===== src/rtl/rsh_pkg.sv =====
// Shared types, constants and helpers of the ray and sphere shader pipeline.
package rsh_pkg;

  localparam int MAX_IMAGE_SIDE  = 1024;
  localparam int IDX_W           = 10;
  localparam int COORD_FRAC_BITS = 16;
  localparam int COORD_W         = COORD_FRAC_BITS + 5;
  localparam int COLOUR_BITS     = 12;
  localparam int COLOUR_W        = COLOUR_BITS + 1;
  localparam int COLOUR_ONE      = 1 << COLOUR_BITS;
  localparam int RED_K           = COLOUR_ONE / 4;
  localparam int GREEN_K         = (35 * COLOUR_ONE + 50) / 100;
  localparam int REG_W           = 3 * COORD_W;
  localparam int DATA_W          = 64;
  localparam int ADDR_W          = 5;
  localparam int DOT_W           = 2 * COORD_W;
  localparam int FIFO_DEPTH      = 32;

  typedef logic signed [COORD_W-1:0] coord_t;
  typedef logic [2:0][COORD_W-1:0] vec_t;

  typedef enum logic [1:0] {
    REG_CAM = 2'd0,
    REG_P00 = 2'd1,
    REG_DU  = 2'd2,
    REG_DV  = 2'd3
  } reg_idx_t;

  typedef struct packed {
    vec_t cam;
    vec_t p00;
    vec_t du;
    vec_t dv;
  } cfg_t;

  typedef struct packed {
    vec_t d;
    vec_t oc;
  } ray_t;

  typedef struct packed {
    logic             hit;
    logic [DOT_W-1:0] a;
    coord_t           dy;
  } ht_t;

  typedef struct packed {
    logic                sphere_hit;
    logic [COLOUR_W-1:0] red;
    logic [COLOUR_W-1:0] green;
    logic [COLOUR_W-1:0] blue;
  } pix_t;

  function automatic coord_t sat_coord(input logic signed [33:0] v);
    logic signed [33:0] hi;
    logic signed [33:0] lo;
    hi = 34'sd1 <<< (COORD_W - 1);
    hi = hi - 34'sd1;
    lo = -hi - 34'sd1;
    if (v > hi) begin
      return coord_t'(hi);
    end else if (v < lo) begin
      return coord_t'(lo);
    end
    return coord_t'(v);
  endfunction

endpackage


===== src/rtl/rsh_ray_gen.sv =====
// Ray direction and origin offset: two stages of multiply then sum and saturate.
module rsh_ray_gen (
  input  logic                      clk,
  input  logic                      rst_n,
  input  rsh_pkg::cfg_t             cfg,
  input  logic                      in_valid,
  input  logic [rsh_pkg::IDX_W-1:0] col,
  input  logic [rsh_pkg::IDX_W-1:0] row,
  output logic                      out_valid,
  output rsh_pkg::ray_t             ray
);

  localparam logic [rsh_pkg::IDX_W-1:0] IdxMax = rsh_pkg::IDX_W'(rsh_pkg::MAX_IMAGE_SIDE - 1);
  localparam logic signed [33:0] OneC = 34'sd1 <<< rsh_pkg::COORD_FRAC_BITS;

  logic [rsh_pkg::IDX_W-1:0] col_c, row_c;
  logic signed [31:0] pu_nxt [3];
  logic signed [31:0] pv_nxt [3];
  logic signed [31:0] pu_r [3];
  logic signed [31:0] pv_r [3];
  rsh_pkg::vec_t oc_nxt, oc_r, d_nxt;
  logic a_valid_r;
  logic b_valid_r;
  rsh_pkg::ray_t ray_r;

  always_comb begin
    col_c = (col > IdxMax) ? IdxMax : col;
    row_c = (row > IdxMax) ? IdxMax : row;
    for (int k = 0; k < 3; k++) begin
      pu_nxt[k] = 32'($signed(cfg.du[k]) * $signed({1'b0, col_c}));
      pv_nxt[k] = 32'($signed(cfg.dv[k]) * $signed({1'b0, row_c}));
    end
    oc_nxt[0] = rsh_pkg::sat_coord(34'sd0 - 34'($signed(cfg.cam[0])));
    oc_nxt[1] = rsh_pkg::sat_coord(34'sd0 - 34'($signed(cfg.cam[1])));
    oc_nxt[2] = rsh_pkg::sat_coord(-OneC - 34'($signed(cfg.cam[2])));
    for (int k = 0; k < 3; k++) begin
      d_nxt[k] = rsh_pkg::sat_coord(34'($signed(cfg.p00[k])) + 34'(pu_r[k]) + 34'(pv_r[k])
                                    - 34'($signed(cfg.cam[k])));
    end
  end

  always_ff @(posedge clk) begin
    if (!rst_n) begin
      a_valid_r <= 1'b0;
      b_valid_r <= 1'b0;
    end else begin
      a_valid_r <= in_valid;
      b_valid_r <= a_valid_r;
    end
    for (int k = 0; k < 3; k++) begin
      pu_r[k] <= pu_nxt[k];
      pv_r[k] <= pv_nxt[k];
    end
    oc_r     <= oc_nxt;
    ray_r.d  <= d_nxt;
    ray_r.oc <= oc_r;
  end

  assign out_valid = b_valid_r;
  assign ray       = ray_r;

endmodule


===== config.mk =====
export PLATFORM = sky130hd
export DESIGN_NAME = rsh_ray_gen
export DESIGN_NICKNAME = d
export VERILOG_FILES = /design/src/rtl/rsh_pkg.sv /design/src/rtl/rsh_ray_gen.sv
export SDC_FILE = /design/constraint.sdc
export NUM_CORES = 2
export LEC_CHECK = 0
export BUFFER_PORTS_ARGS = -buffer_cell sky130_fd_sc_hd__buf_4
export CAP_MARGIN = 20
export CORE_ASPECT_RATIO = 0.9
export CORE_MARGIN = 2
export CORE_UTILIZATION = 36
export CTS_CLUSTER_SIZE = 24
export DETAILED_ROUTE_END_ITERATION = 12
export SLEW_MARGIN = 10
export SYNTH_ARGS = -nofsm -noshare
export SYNTH_HDL_FRONTEND = slang
export SYNTH_SLANG_ARGS = --single-unit

===== constraint.sdc =====
create_clock -name clk -period 15.5 [get_ports clk]
set_input_delay 0.775 -clock clk [delete_from_list [all_inputs] [get_ports clk]]
set_output_delay 0.775 -clock clk [all_outputs]
set_load 0.02 [all_outputs]

=== After elaboration in Yosys (flattened, before gate mapping) ===
Memory sizes are Yosys's and may differ from the RTL's.
Cells that the tools add are included.

* Add/sub/neg operators: 12
* Mux-type cells: 32
* Magnitude comparators: 14
* Multiply operators: 6

{| class="wikitable"
|+ Operators with widths
! cell !! count
|-
| two-way mux 21 bit || 18
|-
| multiplier 21 x 11 -> 32 bit || 6
|-
| adder 33 x 32 -> 34 bit || 3
|-
| > comparator 34 x 21 -> 1 bit, second input constant || 3
|-
| less-than comparator 34 x 21 -> 1 bit, second input constant || 3
|-
| subtractor 34 x 21 -> 34 bit || 3
|-
| adder 21 x 32 -> 33 bit || 3
|-
| > comparator 22 x 21 -> 1 bit, second input constant || 3
|-
| less-than comparator 22 x 21 -> 1 bit, second input constant || 3
|-
| subtractor 1 x 21 -> 22 bit, first input constant || 2
|-
| subtractor 17 x 21 -> 22 bit, first input constant || 1
|-
| > comparator 10 bit, second input constant || 2
|-
| two-way mux 10 bit || 2
|-
| two-way mux 1 bit || 12
|}

* Memories: 2
* Output and inout bits: 127
* Logic and storage cells: 77
* RAM bits: 192
* Input bits: 275
* Register bits after elaboration: 191

{| class="wikitable"
|+ Memories
! memory !! depth !! width !! read ports !! clocked after memory_dff !! wr ports !! line !! source
|-
| pu_r || 3 || 32 || 3 || 0 || 3 || rsh_ray_gen.sv:19 || <nowiki>logic signed [31:0] pu_r [3];</nowiki>
|-
| pv_r || 3 || 32 || 3 || 0 || 3 || rsh_ray_gen.sv:20 || <nowiki>logic signed [31:0] pv_r [3];</nowiki>
|}

=== Longest topological paths before layout ===
* Word-level depth: 7
* Mapped depth: 25
* Gate-level depth less buffers: 23

=== Worst setup path before layout ===
OpenSTA, ideal clock, no wires.

* Path kind: input -> register
* Start point: input port row[2] in the netlist's numbering
* End point: memory pv_r[1][30] (netlist: pv_r[0][62])
* Path slack: 8831 ps
* Cell stages on the path: 22
* Library setup time: 123 ps
* Data required time: 15377 ps
* Data arrival time: 6546 ps
* Path buffers: 2
* Cells stage by stage: clkbuf_1 > clkbuf_1 > nand2_1 > fa_1 > fa_1 > fa_1 > inv_1 > fa_1 > inv_1 > fa_1 > inv_1 > ha_1 > a21o_1 > or3_1 > nand4_1 > o21ai_0 > o41ai_1 > o21ai_0 > or4_1 > a31oi_1 > o21ai_1 > xor2_1

{| class="wikitable"
|+ RTL lines
! element !! line !! source
|-
| from (decl) || rsh_ray_gen.sv:8 || <nowiki>input logic [rsh_pkg::IDX_W-1:0] row,</nowiki>
|-
| to (decl) || rsh_ray_gen.sv:20 ||
|}

==> summary.txt <==
critical path depth -> 21
H-tree levels -> 2
Async S/R FF share, synth -> 0%
WP buf/inv -> 4
synthesized cell area -> 66410 um^2
Core ar. -> 183300 um^2
Period minus WS final -> 6.709 ns
Worst path max stage delay -> 0.61 ns
Worst EP arrival -> 7.25 ns
pin count of the biggest net entering global routing -> 64
Worst path slowest cell -> buf_4
clock sink count -> 383
clock transition at the registers of the reported paths -> 0.07 ns
most used cell, CP -> fa_1
Die W -> 456.7 um
Fillers -> 18420
outcome -> finished, final reports clean
Slew HR -> 27.19%
DRT Wirelength -> 186.7 mm
CP cell instances -> buf_4 > nand2_1 > fa_1 > fa_1 > fa_1 > inv_1 > fa_1 > inv_1 > fa_1 > inv_1 > ha_1 > a21o_1 > or3_1 > nand4_1 > o21ai_0 > o41ai_1 > o21ai_0 > or4_1 > a31oi_1 > o21ai_1 > xor2_1
startpoint types -> input port
Mean Syn Cell Area -> 8.798 um^2
DRC viols -> 0
gp weighted congestion -> 0.9171
Area growth, synth to finish -> 10.31%
layout cells sized above 1 -> 6.926%
worst-path fanout max -> 63
max-slew violations -> 0
FF+latch area -> 7667 um^2
actual slew at the worst max-slew pin -> 1.088 ns
IO Count -> 402
Max Clock Freq -> 149.1 MHz
post_cts resized -> 0
Layout Nets -> 9838
Hold Path Class -> flop to flop
vias in the first global route -> 53740
input/output buffers -> 401
Clock Latency Late Sink -> 0.70 ns
Die H -> 411.5 um
Initial DRC Count -> 2289
Synth Warn # -> 0
Worst EP required -> 16.04 ns
Vias/cell -> 4.815
Tcrit/Tclk final -> 43.28%
HPWL after DPL -> 156.6 mm
Post-synth EDFFs -> 0
Initial Util -> 36.24%
M1 GR Usage -> 23.00%
met2 usage -> 37.45%
count of final hold-check violations -> 0
Worst R2R Path Depth -> 15
RSZ-0062 raised after global routing -> false
post-route antenna net violation count -> 0
Mapped Nets -> 9657
initial antenna violation count -> 10
post-synthesis register bit count -> 383
largest cells by area after synthesis -> fa_1 39%, dfxtp_1 12%, inv_1 11%
row count -> 149
Worst path top cell family by delay -> adder cells
DR pass1 iterations -> 5
footprint of the multi-input gates -> 50250 um^2
max cap viols -> 0
clock skew -> 0.06526 ns
Clock Path Buffers -> 3
Synth Instances -> 7549
CTS Hold Bufs -> 0
Fin Setup TNS -> 0 ns
postcts setup bufs -> 0
Yosys top cell area share -> 39.34%
Clock Tree Root -> clkbuf_16
post-synth cell types -> 80
hold path depth -> 0
Top FF cell, synth -> dfxtp_1
critical path type -> input port to flop
WL per Instance -> 18.33 um
first-pass GRT wire length -> 297.1 mm
full die area -> 187900 um^2
Setup Viol. Count Final -> 0
CTS tree -> done
met3 Use GR -> 2.758%
GR peak layer -> met2
CP Capture Type -> flop
total number of vias -> 49050
post-synthesis sequential area ratio -> 11.55%
GR Util All Layers -> 20.27%
CTS buffer count -> 49
most area-hungry cell type in the Yosys netlist -> fa_1
gr ovfl total -> 0
==> stage by stage <==
stage / cell area, um^2 / instances / setup WS (ns) / hold WS, ns / util (%)
detailed placement: 71520 / 10100 / 8.138 / 0.3121 / 39.03
finish: 73260 / 10190 / 8.791 / 0.2701 / 39.98
global route: 73260 / 10190 / 8.379 / 0.2542 / 39.98
global placement: 71500 / 10090 / 8.113 / 0.3105 / 39.02
floorplan: 66410 / 7549 / 8.831 / 0.3096 / -
CTS: 73260 / 10180 / 8.825 / 0.2244 / 39.97
==> placed cells by master (no fill, tap or decap), types with 49 or more instances in the layout <==
cell       instances
inv_1           1994
fa_1            1305
nand2_1          823
and2_1           612
ha_1             528
buf_4            410
dfxtp_1          383
xnor2_1          231
a21oi_1          225
nor2_1           190
o21ai_0          139
a21o_1           122
nor3_1            65
xor2_1            65
nand3_1           58
clkbuf_16         49
==> cell type report <==
type,instances,share of cell area [%]
Antenna cell,1,0.003416
Clock inverter,30,0.5670
Multi-Input combinational cell,4891,68.59
Tap cell,2416,4.126
Sequential cell,383,10.47
Clock buffer,59,1.807
Inverter,1994,10.22
Timing Repair Buffer,411,4.222
==> routing by layer <==
| layer | share of wire [%] | wire [um] | up-vias |
|---|---|---|---|
| li1 | - | - | 22800 |
| met1 | 38 | 71430 | 24830 |
| met2 | 52 | 96860 | 1101 |
| met3 | 4.4 | 8295 | 312 |
| met4 | 5.4 | 10070 | 6 |
| met5 | 0.021 | 39 | - |
==> kinds of logic (layout without fill, tap and decap cells) <==
kind of cell / Yosys count / count (layout) / synth area share, %
muxes: 5 / 5 / 0.07724
and+or+nand+nor: 1944 / 1944 / 14.40
other: 0 / 1 / 0
AOI/OAI and AO/OA: 813 / 813 / 7.903
buffers and inverters: 2275 / 2494 / 12.88
xor gates and xnor gates: 296 / 296 / 3.904
DFF: 383 / 383 / 11.55
adders and majority gates: 1833 / 1833 / 49.29
==> state kept, by name, summed over array words and instances, names as in the netlist <==
name and count:
ray 126, a_valid_r 1, pu_r 96, out_valid 1, pv_r 96, oc_r 63
==> path summary, 6_finish.rpt <==
kind / start / to / slack [ns]
max: row[2] / pv_r[0][62]$_DFF_P_ / 8.79
min: oc_r[36]$_DFF_P_ / ray[36]$_DFF_P_ / 0.27
max reg2reg: pv_r[0][1]$_DFF_P_ / ray[67]$_DFF_P_ / 9.56
min reg2reg: oc_r[36]$_DFF_P_ / ray[36]$_DFF_P_ / 0.27
==> Yosys cell counts (all sizes together) (7+ instances only) <==
master,instances
a21oi,227
a31oi,28
a21boi,7
buf,79
o21bai,43
o21a,47
and3,30
nor2b,22
or4,7
o31ai,22
a31o,14
xor2,65
o211ai,19
dfxtp,383
a211oi,26
a21o,122
a211o,14
xnor2,231
nor4,22
o41ai,7
nand3,59
nor3,65
nand2,823
ha,528
o21ai,184
fa,1305
or3,25
clkbuf,202
nand4,22
nor2,190
inv,1994
and2,612
nand2b,26
and4,12
Power is left out: the tool's default activity adds up to more than one toggle a clock period on the data nets, which glitch-free logic cannot reach.
