`config.mk`:
```
export PLATFORM = sky130hd
export DESIGN_NAME = rsh_sky
export DESIGN_NICKNAME = d
export VERILOG_FILES = /design/src/rtl/rsh_pkg.sv /design/src/rtl/rsh_sky.sv
export SDC_FILE = /design/constraint.sdc
export NUM_CORES = 2
export LEC_CHECK = 0
export BUFFER_PORTS_ARGS = -buffer_cell sky130_fd_sc_hd__buf_4
export CAP_MARGIN = 30
export CORE_MARGIN = 2
export CORE_UTILIZATION = 40
export CTS_CLUSTER_DIAMETER = 150
export CTS_CLUSTER_SIZE = 14
export DETAILED_ROUTE_END_ITERATION = 10
export SLEW_MARGIN = 40
export SYNTH_ARGS = -nofsm -noshare
export SYNTH_HDL_FRONTEND = slang
export SYNTH_SLANG_ARGS = --single-unit
export TNS_END_PERCENT = 1
```
`constraint.sdc`:
```
create_clock -name clk -period 9.2 [get_ports clk]
set_input_delay 1.38 -clock clk [delete_from_list [all_inputs] [get_ports clk]]
set_output_delay 1.38 -clock clk [all_outputs]
set_load 0.1 [all_outputs]
```
`src/rtl/rsh_pkg.sv`:
```
// Shared types, constants and helpers of the ray and sphere shader pipeline.
package rsh_pkg;

  localparam int MAX_IMAGE_SIDE  = 1024;
  localparam int IDX_W           = 10;
  localparam int COORD_FRAC_BITS = 16;
  localparam int COORD_W         = COORD_FRAC_BITS + 5;
  localparam int COLOUR_BITS     = 12;
  localparam int COLOUR_W        = COLOUR_BITS + 1;
  localparam int COLOUR_ONE      = 1 << COLOUR_BITS;
  localparam int RED_K           = COLOUR_ONE / 4;
  localparam int GREEN_K         = (35 * COLOUR_ONE + 50) / 100;
  localparam int REG_W           = 3 * COORD_W;
  localparam int DATA_W          = 64;
  localparam int ADDR_W          = 5;
  localparam int DOT_W           = 2 * COORD_W;
  localparam int FIFO_DEPTH      = 32;

  typedef logic signed [COORD_W-1:0] coord_t;
  typedef logic [2:0][COORD_W-1:0] vec_t;

  typedef enum logic [1:0] {
    REG_CAM = 2'd0,
    REG_P00 = 2'd1,
    REG_DU  = 2'd2,
    REG_DV  = 2'd3
  } reg_idx_t;

  typedef struct packed {
    vec_t cam;
    vec_t p00;
    vec_t du;
    vec_t dv;
  } cfg_t;

  typedef struct packed {
    vec_t d;
    vec_t oc;
  } ray_t;

  typedef struct packed {
    logic             hit;
    logic [DOT_W-1:0] a;
    coord_t           dy;
  } ht_t;

  typedef struct packed {
    logic                sphere_hit;
    logic [COLOUR_W-1:0] red;
    logic [COLOUR_W-1:0] green;
    logic [COLOUR_W-1:0] blue;
  } pix_t;

  function automatic coord_t sat_coord(input logic signed [33:0] v);
    logic signed [33:0] hi;
    logic signed [33:0] lo;
    hi = 34'sd1 <<< (COORD_W - 1);
    hi = hi - 34'sd1;
    lo = -hi - 34'sd1;
    if (v > hi) begin
      return coord_t'(hi);
    end else if (v < lo) begin
      return coord_t'(lo);
    end
    return coord_t'(v);
  endfunction

endpackage

```
`src/rtl/rsh_sky.sv`:
```
// Sky shading: pipelined square root, pipelined long division, then the colour blend.
module rsh_sky (
  input  logic          clk,
  input  logic          rst_n,
  input  logic          in_valid,
  input  rsh_pkg::ht_t  ht,
  output logic          out_valid,
  output rsh_pkg::pix_t pix
);

  localparam int DW      = rsh_pkg::DOT_W;
  localparam int SQ_IT   = DW / 2;
  localparam int PER     = 2;
  localparam int SQ_ST   = (SQ_IT + PER - 1) / PER;
  localparam int QB      = rsh_pkg::COLOUR_BITS + 1;
  localparam int DV_ST   = (QB + PER - 1) / PER;
  localparam int SW      = SQ_IT;
  localparam int RW      = rsh_pkg::COORD_W + rsh_pkg::COLOUR_BITS + 1;
  localparam int CW      = rsh_pkg::COLOUR_W;
  localparam int GW      = CW + 12;
  localparam logic [CW-1:0] One  = CW'(rsh_pkg::COLOUR_ONE);
  localparam logic [CW-1:0] Half = CW'(rsh_pkg::COLOUR_ONE / 2);

  // square root stages
  logic [SQ_ST-1:0] sv_r;
  logic [DW-1:0] sq_v_r [SQ_ST];
  logic [DW-1:0] sq_res_r [SQ_ST];
  logic [SQ_ST-1:0] sq_hit_r;
  logic [SQ_ST-1:0] sq_neg_r;
  logic [rsh_pkg::COORD_W-1:0] sq_ym_r [SQ_ST];

  for (genvar g = 0; g < SQ_ST; g++) begin : g_sq
    logic [DW-1:0] v_nxt, res_nxt, bitv;
    logic [DW-1:0] v_in, res_in;
    logic vin, hin, nin;
    logic [rsh_pkg::COORD_W-1:0] ym_in;
    if (g == 0) begin : g_first
      assign v_in   = ht.a;
      assign res_in = '0;
      assign vin    = in_valid;
      assign hin    = ht.hit;
      assign nin    = ht.dy[rsh_pkg::COORD_W-1];
      assign ym_in  = ht.dy[rsh_pkg::COORD_W-1] ? rsh_pkg::COORD_W'(-ht.dy) : ht.dy;
    end else begin : g_rest
      assign v_in   = sq_v_r[g-1];
      assign res_in = sq_res_r[g-1];
      assign vin    = sv_r[g-1];
      assign hin    = sq_hit_r[g-1];
      assign nin    = sq_neg_r[g-1];
      assign ym_in  = sq_ym_r[g-1];
    end
    always_comb begin
      v_nxt   = v_in;
      res_nxt = res_in;
      bitv    = '0;
      for (int j = 0; j < PER; j++) begin
        if (g * PER + j < SQ_IT) begin
          bitv = DW'(1) << (DW - 2 - 2 * (g * PER + j));
          if (v_nxt >= res_nxt + bitv) begin
            v_nxt   = v_nxt - (res_nxt + bitv);
            res_nxt = (res_nxt >> 1) + bitv;
          end else begin
            res_nxt = res_nxt >> 1;
          end
        end
      end
    end
    always_ff @(posedge clk) begin
      if (!rst_n) begin
        sv_r[g] <= 1'b0;
      end else begin
        sv_r[g] <= vin;
      end
      sq_v_r[g]   <= v_nxt;
      sq_res_r[g] <= res_nxt;
      sq_hit_r[g] <= hin;
      sq_neg_r[g] <= nin;
      sq_ym_r[g]  <= ym_in;
    end
  end

  // division stages
  logic [DV_ST-1:0] dv_r;
  logic [RW-1:0] dv_rem_r [DV_ST];
  logic [SW-1:0] dv_s_r [DV_ST];
  logic [QB-1:0] dv_q_r [DV_ST];
  logic [DV_ST-1:0] dv_hit_r;
  logic [DV_ST-1:0] dv_neg_r;

  for (genvar g = 0; g < DV_ST; g++) begin : g_dv
    logic [RW-1:0] rem_in, rem_nxt, sub;
    logic [SW-1:0] s_in;
    logic [QB-1:0] q_in, q_nxt;
    logic vin, hin, nin;
    if (g == 0) begin : g_first
      assign rem_in = RW'(sq_ym_r[SQ_ST-1]) << rsh_pkg::COLOUR_BITS;
      assign s_in   = sq_res_r[SQ_ST-1][SW-1:0];
      assign q_in   = '0;
      assign vin    = sv_r[SQ_ST-1];
      assign hin    = sq_hit_r[SQ_ST-1];
      assign nin    = sq_neg_r[SQ_ST-1];
    end else begin : g_rest
      assign rem_in = dv_rem_r[g-1];
      assign s_in   = dv_s_r[g-1];
      assign q_in   = dv_q_r[g-1];
      assign vin    = dv_r[g-1];
      assign hin    = dv_hit_r[g-1];
      assign nin    = dv_neg_r[g-1];
    end
    always_comb begin
      rem_nxt = rem_in;
      q_nxt   = q_in;
      sub     = '0;
      for (int j = 0; j < PER; j++) begin
        if (g * PER + j < QB) begin
          sub = RW'(s_in) << (QB - 1 - (g * PER + j));
          if (rem_nxt >= sub) begin
            rem_nxt = rem_nxt - sub;
            q_nxt[QB-1-(g*PER+j)] = 1'b1;
          end
        end
      end
    end
    always_ff @(posedge clk) begin
      if (!rst_n) begin
        dv_r[g] <= 1'b0;
      end else begin
        dv_r[g] <= vin;
      end
      dv_rem_r[g] <= rem_nxt;
      dv_s_r[g]   <= s_in;
      dv_q_r[g]   <= q_nxt;
      dv_hit_r[g] <= hin;
      dv_neg_r[g] <= nin;
    end
  end

  // blend
  logic [CW-1:0] qc, alpha_nxt, alpha_r;
  logic [GW-1:0] prod_g_r;
  logic bl_v_r, bl_hit_r, fin_v_r;
  rsh_pkg::pix_t pix_r;
  logic [CW:0] red_w, green_w;
  logic [GW-1:0] red_t, green_t;

  always_comb begin
    qc = (dv_q_r[DV_ST-1] > One) ? One : dv_q_r[DV_ST-1];
    if (dv_s_r[DV_ST-1] == '0) begin
      alpha_nxt = Half;
    end else if (dv_neg_r[DV_ST-1]) begin
      alpha_nxt = (One - qc) >> 1;
    end else begin
      alpha_nxt = CW'(({1'b0, One} + {1'b0, qc}) >> 1);
    end
    red_t   = ((GW'(alpha_r) * GW'(rsh_pkg::RED_K)) + GW'(Half)) >> rsh_pkg::COLOUR_BITS;
    green_t = (prod_g_r + GW'(Half)) >> rsh_pkg::COLOUR_BITS;
    red_w   = {1'b0, One} - {1'b0, alpha_r} + (CW+1)'(red_t);
    green_w = {1'b0, One} - {1'b0, alpha_r} + (CW+1)'(green_t);
  end

  always_ff @(posedge clk) begin
    if (!rst_n) begin
      bl_v_r  <= 1'b0;
      fin_v_r <= 1'b0;
    end else begin
      bl_v_r  <= dv_r[DV_ST-1];
      fin_v_r <= bl_v_r;
    end
    alpha_r  <= alpha_nxt;
    prod_g_r <= GW'(alpha_nxt) * GW'(rsh_pkg::GREEN_K);
    bl_hit_r <= dv_hit_r[DV_ST-1];
    pix_r.sphere_hit <= bl_hit_r;
    if (bl_hit_r) begin
      pix_r.red   <= One;
      pix_r.green <= '0;
      pix_r.blue  <= '0;
    end else begin
      pix_r.red   <= red_w[CW-1:0];
      pix_r.green <= green_w[CW-1:0];
      pix_r.blue  <= One;
    end
  end

  assign out_valid = fin_v_r;
  assign pix       = pix_r;

endmodule

```
# Yosys cells after proc, flatten, opt, wreduce, memory -nomap -nowiden
# Memory sizes are Yosys's and may differ from the RTL's.
# Cells that the tools add are included.
# W data, S select, Z words.
[totals] out_inout_bits=41 in_bits=67 n_memories=6 ramBits=1631 wordCells=261 ff_bits=133
[mem_list] name="sq_res_r" depth=11 width=42 read_ports=11 rd_ports_with_merged_regs=0 wr=11 line_no="rsh_sky.sv:27" source="logic [DW-1:0] sq_res_r [SQ_ST];"
[mem_list] name="sq_v_r" depth=11 width=42 read_ports=10 rd_ports_with_merged_regs=0 wr=11 line_no="rsh_sky.sv:26" source="logic [DW-1:0] sq_v_r [SQ_ST];"
[mem_list] name="dv_rem_r" depth=7 width=34 read_ports=6 rd_ports_with_merged_regs=0 wr=7 line_no="rsh_sky.sv:84" source="logic [RW-1:0] dv_rem_r [DV_ST];"
[mem_list] name="sq_ym_r" depth=11 width=21 read_ports=11 rd_ports_with_merged_regs=0 wr=11 line_no="rsh_sky.sv:30" source="logic [rsh_pkg::COORD_W-1:0] sq_ym_r [SQ_ST];"
[mem_list] name="dv_s_r" depth=7 width=21 read_ports=7 rd_ports_with_merged_regs=0 wr=7 line_no="rsh_sky.sv:85" source="logic [SW-1:0] dv_s_r [DV_ST];"
[mem_list] name="dv_q_r" depth=7 width=13 read_ports=7 rd_ports_with_merged_regs=0 wr=7 line_no="rsh_sky.sv:86" source="logic [QB-1:0] dv_q_r [DV_ST];"
[classes] magnitude_cmp=35 n_mux=73 reduce_logical=1 addsub=82 mul=1
[op_table] op="$mux W42" n=41
[op_table] op="$ge A42 B42 Y1" n=20
[op_table] op="$sub A42 B42 Y42" n=20
[op_table] op="$mux W34" n=13
[op_table] op="$mux W13" n=4
[op_table] op="$add A41 B1 Y42 const B" n=1
[op_table] op="$add A41 B11 Y42 const B" n=1
[op_table] op="$add A41 B13 Y42 const B" n=1
[op_table] op="$add A41 B15 Y42 const B" n=1
[op_table] op="$add A41 B17 Y42 const B" n=1
[op_table] op="$add A41 B19 Y42 const B" n=1
[op_table] op="$add A41 B21 Y42 const B" n=1
[op_table] op="$add A41 B23 Y42 const B" n=1
[op_table] op="$add A41 B25 Y42 const B" n=1
[op_table] op="$add A41 B27 Y42 const B" n=1
[op_table] op="$add A41 B29 Y42 const B" n=1
[op_table] op="$add A41 B3 Y42 const B" n=1
[op_table] op="$add A41 B31 Y42 const B" n=1
[op_table] op="$add A41 B33 Y42 const B" n=1
[op_table] op="$add A41 B35 Y42 const B" n=1
[op_table] op="$add A41 B37 Y42 const B" n=1
[op_table] op="$add A41 B39 Y42 const B" n=1
[op_table] op="$add A41 B5 Y42 const B" n=1
[op_table] op="$add A41 B7 Y42 const B" n=1
[op_table] op="62 further kinds" n=75

# Longest topological paths before layout
# An unclocked memory read counts as a cell.
[depth] ltp_word=7 depth_mapped=34 depth_no_buf=29

# Worst setup path after synthesis
# OpenSTA, ideal clock, no wires.
[synth_path] path_kind="flip-flop to flip-flop" startpoint="mem sq_res_r[10][0] (netlist bit)" endpoint="mem dv_rem_r[0][16] (netlist bit)" period_less_slack_ps=6559 path_slack_ps=2641 required_ps=9079 stages_incl_launch_ff=33 n_path_buf=5 arrival_time_ps=6438 path_cell_list="dfxtp_1 > ha_1 > inv_1 > fa_1 > a21o_1 > a21oi_1 > o21bai_1 > a21oi_1 > o21ai_0 > a31o_2 > a221oi_1 > a21oi_1 > a21bo_2 > clkbuf_1 > clkbuf_1 > clkbuf_1 > o21ai_0 > inv_1 > ha_1 > nor2b_1 > o21ai_0 > a21oi_1 > o21a_1 > o21ai_0 > nand2_1 > a21oi_1 > a31oi_1 > a31oi_1 > o21ai_0 > or3b_2 > clkbuf_1 > buf_2 > mux2_2"
[synth_rtl] element="start, declared" line_no="rsh_sky.sv:27"
[synth_rtl] element="end, declared" line_no="rsh_sky.sv:84"

==> impl_results.html <==
<table>
<tr><th>Metric</th><th>Value</th></tr>
<tr><th colspan="2">Run status</th></tr>
<tr><td>Result of the run</td><td>finished clean</td></tr>
<tr><th colspan="2">Flow run</th></tr>
<tr><td>Max-cap violations</td><td>0</td></tr>
<tr><th colspan="2">Synthesis</th></tr>
<tr><td>Portion of the post-synthesis area used by sequential elements</td><td>between 30 and 40%</td></tr>
<tr><td>Share of async-settable or async-resettable flops after synthesis</td><td>0%</td></tr>
<tr><td>Post-Syn Area per Cell</td><td>9.02 µm²</td></tr>
<tr><td>Top flip-flop cell by instance count after synthesis</td><td>dfxtp_1</td></tr>
<tr><td>Post-Synthesis Cells</td><td>7467</td></tr>
<tr><td>Most frequent cells after synthesis</td><td>dfxtp_1, ha_1, nor2_1</td></tr>
<tr><td>Synthesis warning total</td><td>0</td></tr>
<tr><td>Cell with the most instances after synthesis</td><td>dfxtp_1</td></tr>
<tr><td>Count of different cell masters after synthesis</td><td>119</td></tr>
<tr><td>#FFs+latches synth</td><td>1263</td></tr>
<tr><td>Post-synth EDFFs</td><td>0</td></tr>
<tr><td>Netlist area before placement</td><td>slightly below 70000 µm²</td></tr>
<tr><td>Cell types with the largest area share after synthesis</td><td>dfxtp_1, ha_1, xnor2_1</td></tr>
<tr><td>Synth top area share</td><td>37.5%</td></tr>
<tr><td>Post-synthesis cell type with the largest combined area</td><td>dfxtp_1</td></tr>
<tr><th colspan="2">Clock tree</th></tr>
<tr><td>Count of hold buffers inserted by post-cts repair</td><td>0</td></tr>
<tr><td>Number of instances resized during post-cts repair</td><td>0</td></tr>
<tr><td>Clock Root Buffer</td><td>clkbuf_16</td></tr>
<tr><td>Clock buffers created by TritonCTS</td><td>100</td></tr>
<tr><td>TritonCTS clock tree</td><td>yes</td></tr>
<tr><td>Total number of clock tree sinks</td><td>between 1000 and 1500</td></tr>
<tr><td>Clock-pin slew of the registers on the worst-case setup and hold paths</td><td>0.07 ns</td></tr>
<tr><td>H-Tree Depth</td><td>3</td></tr>
<tr><td>Clock insertion delay at the later pin of the skew report</td><td>0.75 ns</td></tr>
<tr><td>Post-CTS Setup Repair Bufs</td><td>0</td></tr>
<tr><td>Number of buffers on the longest clock path</td><td>3</td></tr>
<tr><th colspan="2">Drt</th></tr>
<tr><td>Overall via count from detail_route</td><td>52105</td></tr>
<tr><td>Remaining DRCs</td><td>0</td></tr>
<tr><td>Detailed-router iteration count before antenna repair</td><td>5</td></tr>
<tr><td>Wire length reported by the detailed router</td><td>between 150000 and 200000 µm</td></tr>
<tr><td>Per-cell routed wire length</td><td>~17 µm</td></tr>
<tr><td>Iteration-0 DRC Markers</td><td>between 3000 and 4000</td></tr>
<tr><td>Via-to-Cell Ratio</td><td>5.34</td></tr>
<tr><td>Detail Route Antenna Nets</td><td>0</td></tr>
<tr><th colspan="2">Cells and area</th></tr>
<tr><td>Cell area after layout</td><td>between 70000 and 80000 µm²</td></tr>
<tr><td>Share of post-route cells with drive strength above 1</td><td>approximately 6.7%</td></tr>
<tr><td>Antenna diode instance count</td><td>0</td></tr>
<tr><td># nets final</td><td>8285</td></tr>
<tr><td>Area growth from synthesis to layout</td><td>8.45%</td></tr>
<tr><td>Fillers</td><td>16284</td></tr>
<tr><td>Area of combinational cells with multiple inputs</td><td>39400 µm²</td></tr>
<tr><td>FF/Latch Area</td><td>25300 µm²</td></tr>
<tr><th colspan="2">Timing</th></tr>
<tr><td>Count of final setup violators</td><td>0</td></tr>
<tr><td>Count of pins over their slew limit</td><td>0</td></tr>
<tr><td>F_max</td><td>around 0.14 GHz</td></tr>
<tr><td>Final setup margin</td><td>around 2.0 ns</td></tr>
<tr><td>Pin slew with the least headroom to its limit</td><td>0.904 ns</td></tr>
<tr><td>Sum of negative setup slack</td><td>0 ns</td></tr>
<tr><td>Final worst clock skew</td><td>0.0445 ns</td></tr>
<tr><td>Minimum period implied by the final worst setup slack</td><td>7.24 ns</td></tr>
<tr><td>Setup repair after global routing missed its margin</td><td>false</td></tr>
<tr><td>Slew margin rel.</td><td>38.9%</td></tr>
<tr><td>Fin crit share</td><td>78.7%</td></tr>
<tr><td>Final hold vios</td><td>0</td></tr>
<tr><th colspan="2">Worst setup path</th></tr>
<tr><td>Delay of the slowest cell on the worst path</td><td>between 0.7 and 0.8 ns</td></tr>
<tr><td>Bufs and invs on worst path</td><td>2</td></tr>
<tr><td>Setup crit start kind</td><td>flip-flop</td></tr>
<tr><td>Critical path start-end classification</td><td>flip-flop to flip-flop</td></tr>
<tr><td>Required time of the critical path</td><td>9.82 ns</td></tr>
<tr><td>Endpoint arrival time on the critical path</td><td>7.87 ns</td></tr>
<tr><td>CP Capture Type</td><td>flip-flop</td></tr>
<tr><td>Max FO, Critical Path</td><td>34</td></tr>
<tr><td>Critical-path cell with the highest stage delay</td><td>or3b_2</td></tr>
<tr><td>Cell type group with the largest total delay on the critical path</td><td>compound AO/OA/AOI/OAI gates</td></tr>
<tr><th colspan="2">Die</th></tr>
<tr><td>Die span in x</td><td>414 µm</td></tr>
<tr><td>CORE AREA</td><td>around 170000 µm²</td></tr>
<tr><td>Site Rows</td><td>150</td></tr>
<tr><td>Height of the chip</td><td>414 µm</td></tr>
<tr><td>Initial cell density of the core</td><td>40.3%</td></tr>
<tr><td>Die Footprint</td><td>~170000 µm²</td></tr>
<tr><td>Count of pins on the block boundary</td><td>108</td></tr>
<tr><th colspan="2">Placement</th></tr>
<tr><td>HPWL after detailed placement</td><td>136000 µm</td></tr>
<tr><td>Routability congestion estimate from global placement</td><td>0.912</td></tr>
<tr><td>Worst slack at placement</td><td>2.04 ns</td></tr>
<tr><td>IO buf count</td><td>95</td></tr>
<tr><td>DP Area</td><td>70300 µm²</td></tr>
<tr><th colspan="2">Global routing</th></tr>
<tr><td>Remaining global-route overflow</td><td>0</td></tr>
<tr><td>GRT Util Overall</td><td>between 10% and 20%</td></tr>
<tr><td>Maximum number of pins on one net before global-route repair</td><td>44</td></tr>
<tr><td>Via count of the first global-routing pass</td><td>51050</td></tr>
<tr><td>Global-route wire length before repair</td><td>270000 µm</td></tr>
<tr><td>Antenna violations before repair</td><td>1</td></tr>
<tr><th colspan="2">Power and ir drop</th></tr>
<tr><td>Cell-internal power</td><td>15000 µW</td></tr>
<tr><td>Switching power total</td><td>11400 µW</td></tr>
<tr><td>Fraction of power consumed by sequential logic</td><td>30.2%</td></tr>
<tr><td>Largest voltage drop on the vdd net</td><td>0.342 mV</td></tr>
<tr><td>Portion of total power attributed to combinational logic</td><td>55.0%</td></tr>
<tr><td>Sw frac</td><td>43.2%</td></tr>
<tr><td>Power density over the cells</td><td>361 nW/µm²</td></tr>
<tr><td>Leakage</td><td>0.0335 µW</td></tr>
<tr><td>Power Total</td><td>approximately 26000 µW</td></tr>
<tr><td>Clk network pwr share</td><td>14.8%</td></tr>
<tr><th colspan="2">Hold path</th></tr>
<tr><td>Class of the tightest hold or removal check</td><td>flip-flop to flip-flop</td></tr>
</table>
-- final timing paths --
path	depth (start not counted)	startpoint	slack [ns]	end
worst max-delay path	27	sq_res_r[10][0]	1.96	dv_rem_r[0][30]
worst min-delay path	0	g_sq[8].hin	0.31	g_sq[9].hin
worst max register to register	27	sq_res_r[10][0]	1.96	dv_rem_r[0][30]
worst min register to register	0	g_sq[8].hin	0.31	g_sq[9].hin
-- layout make-up --
class	count	share of cell area (%)
flip-flops and latches	1263	34.6
multi-input cells	5523	53.9
repair buffers	117	1.21
clock buffers	100	3.43
well taps	2204	3.77
inverters	533	2.74
clock inverters	9	0.307
-- stage by stage --
| stage | utilization, % | std cells | hold slack, ns |
|---|---|---|---|
| 5_1_grt | 43.7 | 9749 | 0.318 |
| 3_3_place_gp | 42.0 | 9638 | 0.310 |
| 6_report | 43.7 | 9749 | 0.312 |
| 4_1_cts | 43.7 | 9749 | 0.298 |
| 2_1_floorplan | - | 7478 | 0.310 |
| 3_5_place_dp | 42.1 | 9640 | 0.312 |
-- state kept, by name, indices dropped and copies added (netlist names), 13 cells and up --
signal and count:
alpha_r 13, dv_q_r 55, dv_rem_r 168, dv_s_r 147, pix 28, prod_g_r 13, sq_res_r 131, sq_v_r 420
sq_ym_r 231
-- layout by cell type (no fill, tap or decap), types with 22 or more instances in the layout --
cell / instances
nor2_1: 561
and3_1: 54
xnor2_1: 461
o31ai_1: 63
nand3_1: 155
buf_4: 115
mux2_4: 25
nor4_1: 127
a31oi_1: 71
or2_2: 32
and2_1: 70
a21oi_1: 512
ha_1: 637
a21o_1: 206
o211ai_1: 37
or3_1: 74
nand4_1: 88
a21boi_0: 30
or4_1: 32
nor3_1: 176
dfxtp_1: 1263
nand3b_1: 25
nand2b_1: 96
mux2i_1: 22
inv_1: 523
clkbuf_16: 100
o21bai_1: 58
nor3b_1: 22
a211oi_1: 53
xor2_1: 207
a31o_2: 25
o31a_1: 22
o21a_1: 93
nor2b_1: 78
fa_1: 43
nand2_1: 537
and4_1: 28
o21ai_0: 366
mux2_2: 119
-- power groups by stage --
stage,Sequential [µW],Combinational [µW],Clock [µW]
after floorplan,7850,11200,0
after global placement,8080,14200,0
after detailed placement,8080,14400,0
after CTS,7960,14500,4060
after global routing,8100,16300,4250
final,7960,14500,3900
-- cells by family after synthesis --
family | after synthesis | share of synthesized area, %
simple gates | 2256 | 17.0
compound gates | 1739 | 16.6
flops | 1263 | 37.5
buf+inv | 692 | 4.10
fa+ha+maj | 680 | 13.1
xor+xnor | 668 | 8.69
mux | 168 | 2.93
other cells | 1 | 0.00557
-- worst register-to-register path: cells and delay by family (launching register included) --
| family | cells | cell delay, ns |
|---|---|---|
| adders and majority gates | 3 | 0.93 |
| DFF | 1 | 0.46 |
| and+or+nand+nor | 3 | 1.01 |
| buffers and inverters | 2 | 0.14 |
| muxes | 1 | 0.38 |
| AOI/OAI and AO/OA | 18 | 4.22 |
-- routing by layer --
metal | GRT usage, % | wire length, µm | vias to the layer above
li1 | - | - | 26465
met1 | 23.9 | 75100 | 24326
met2 | 33.8 | 81500 | 1011
met3 | 2.22 | 5880 | 301
met4 | 6.78 | 6100 | 2
met5 | 0 | 12 | -
No activity file was read; power rests on OpenSTA's default activity.
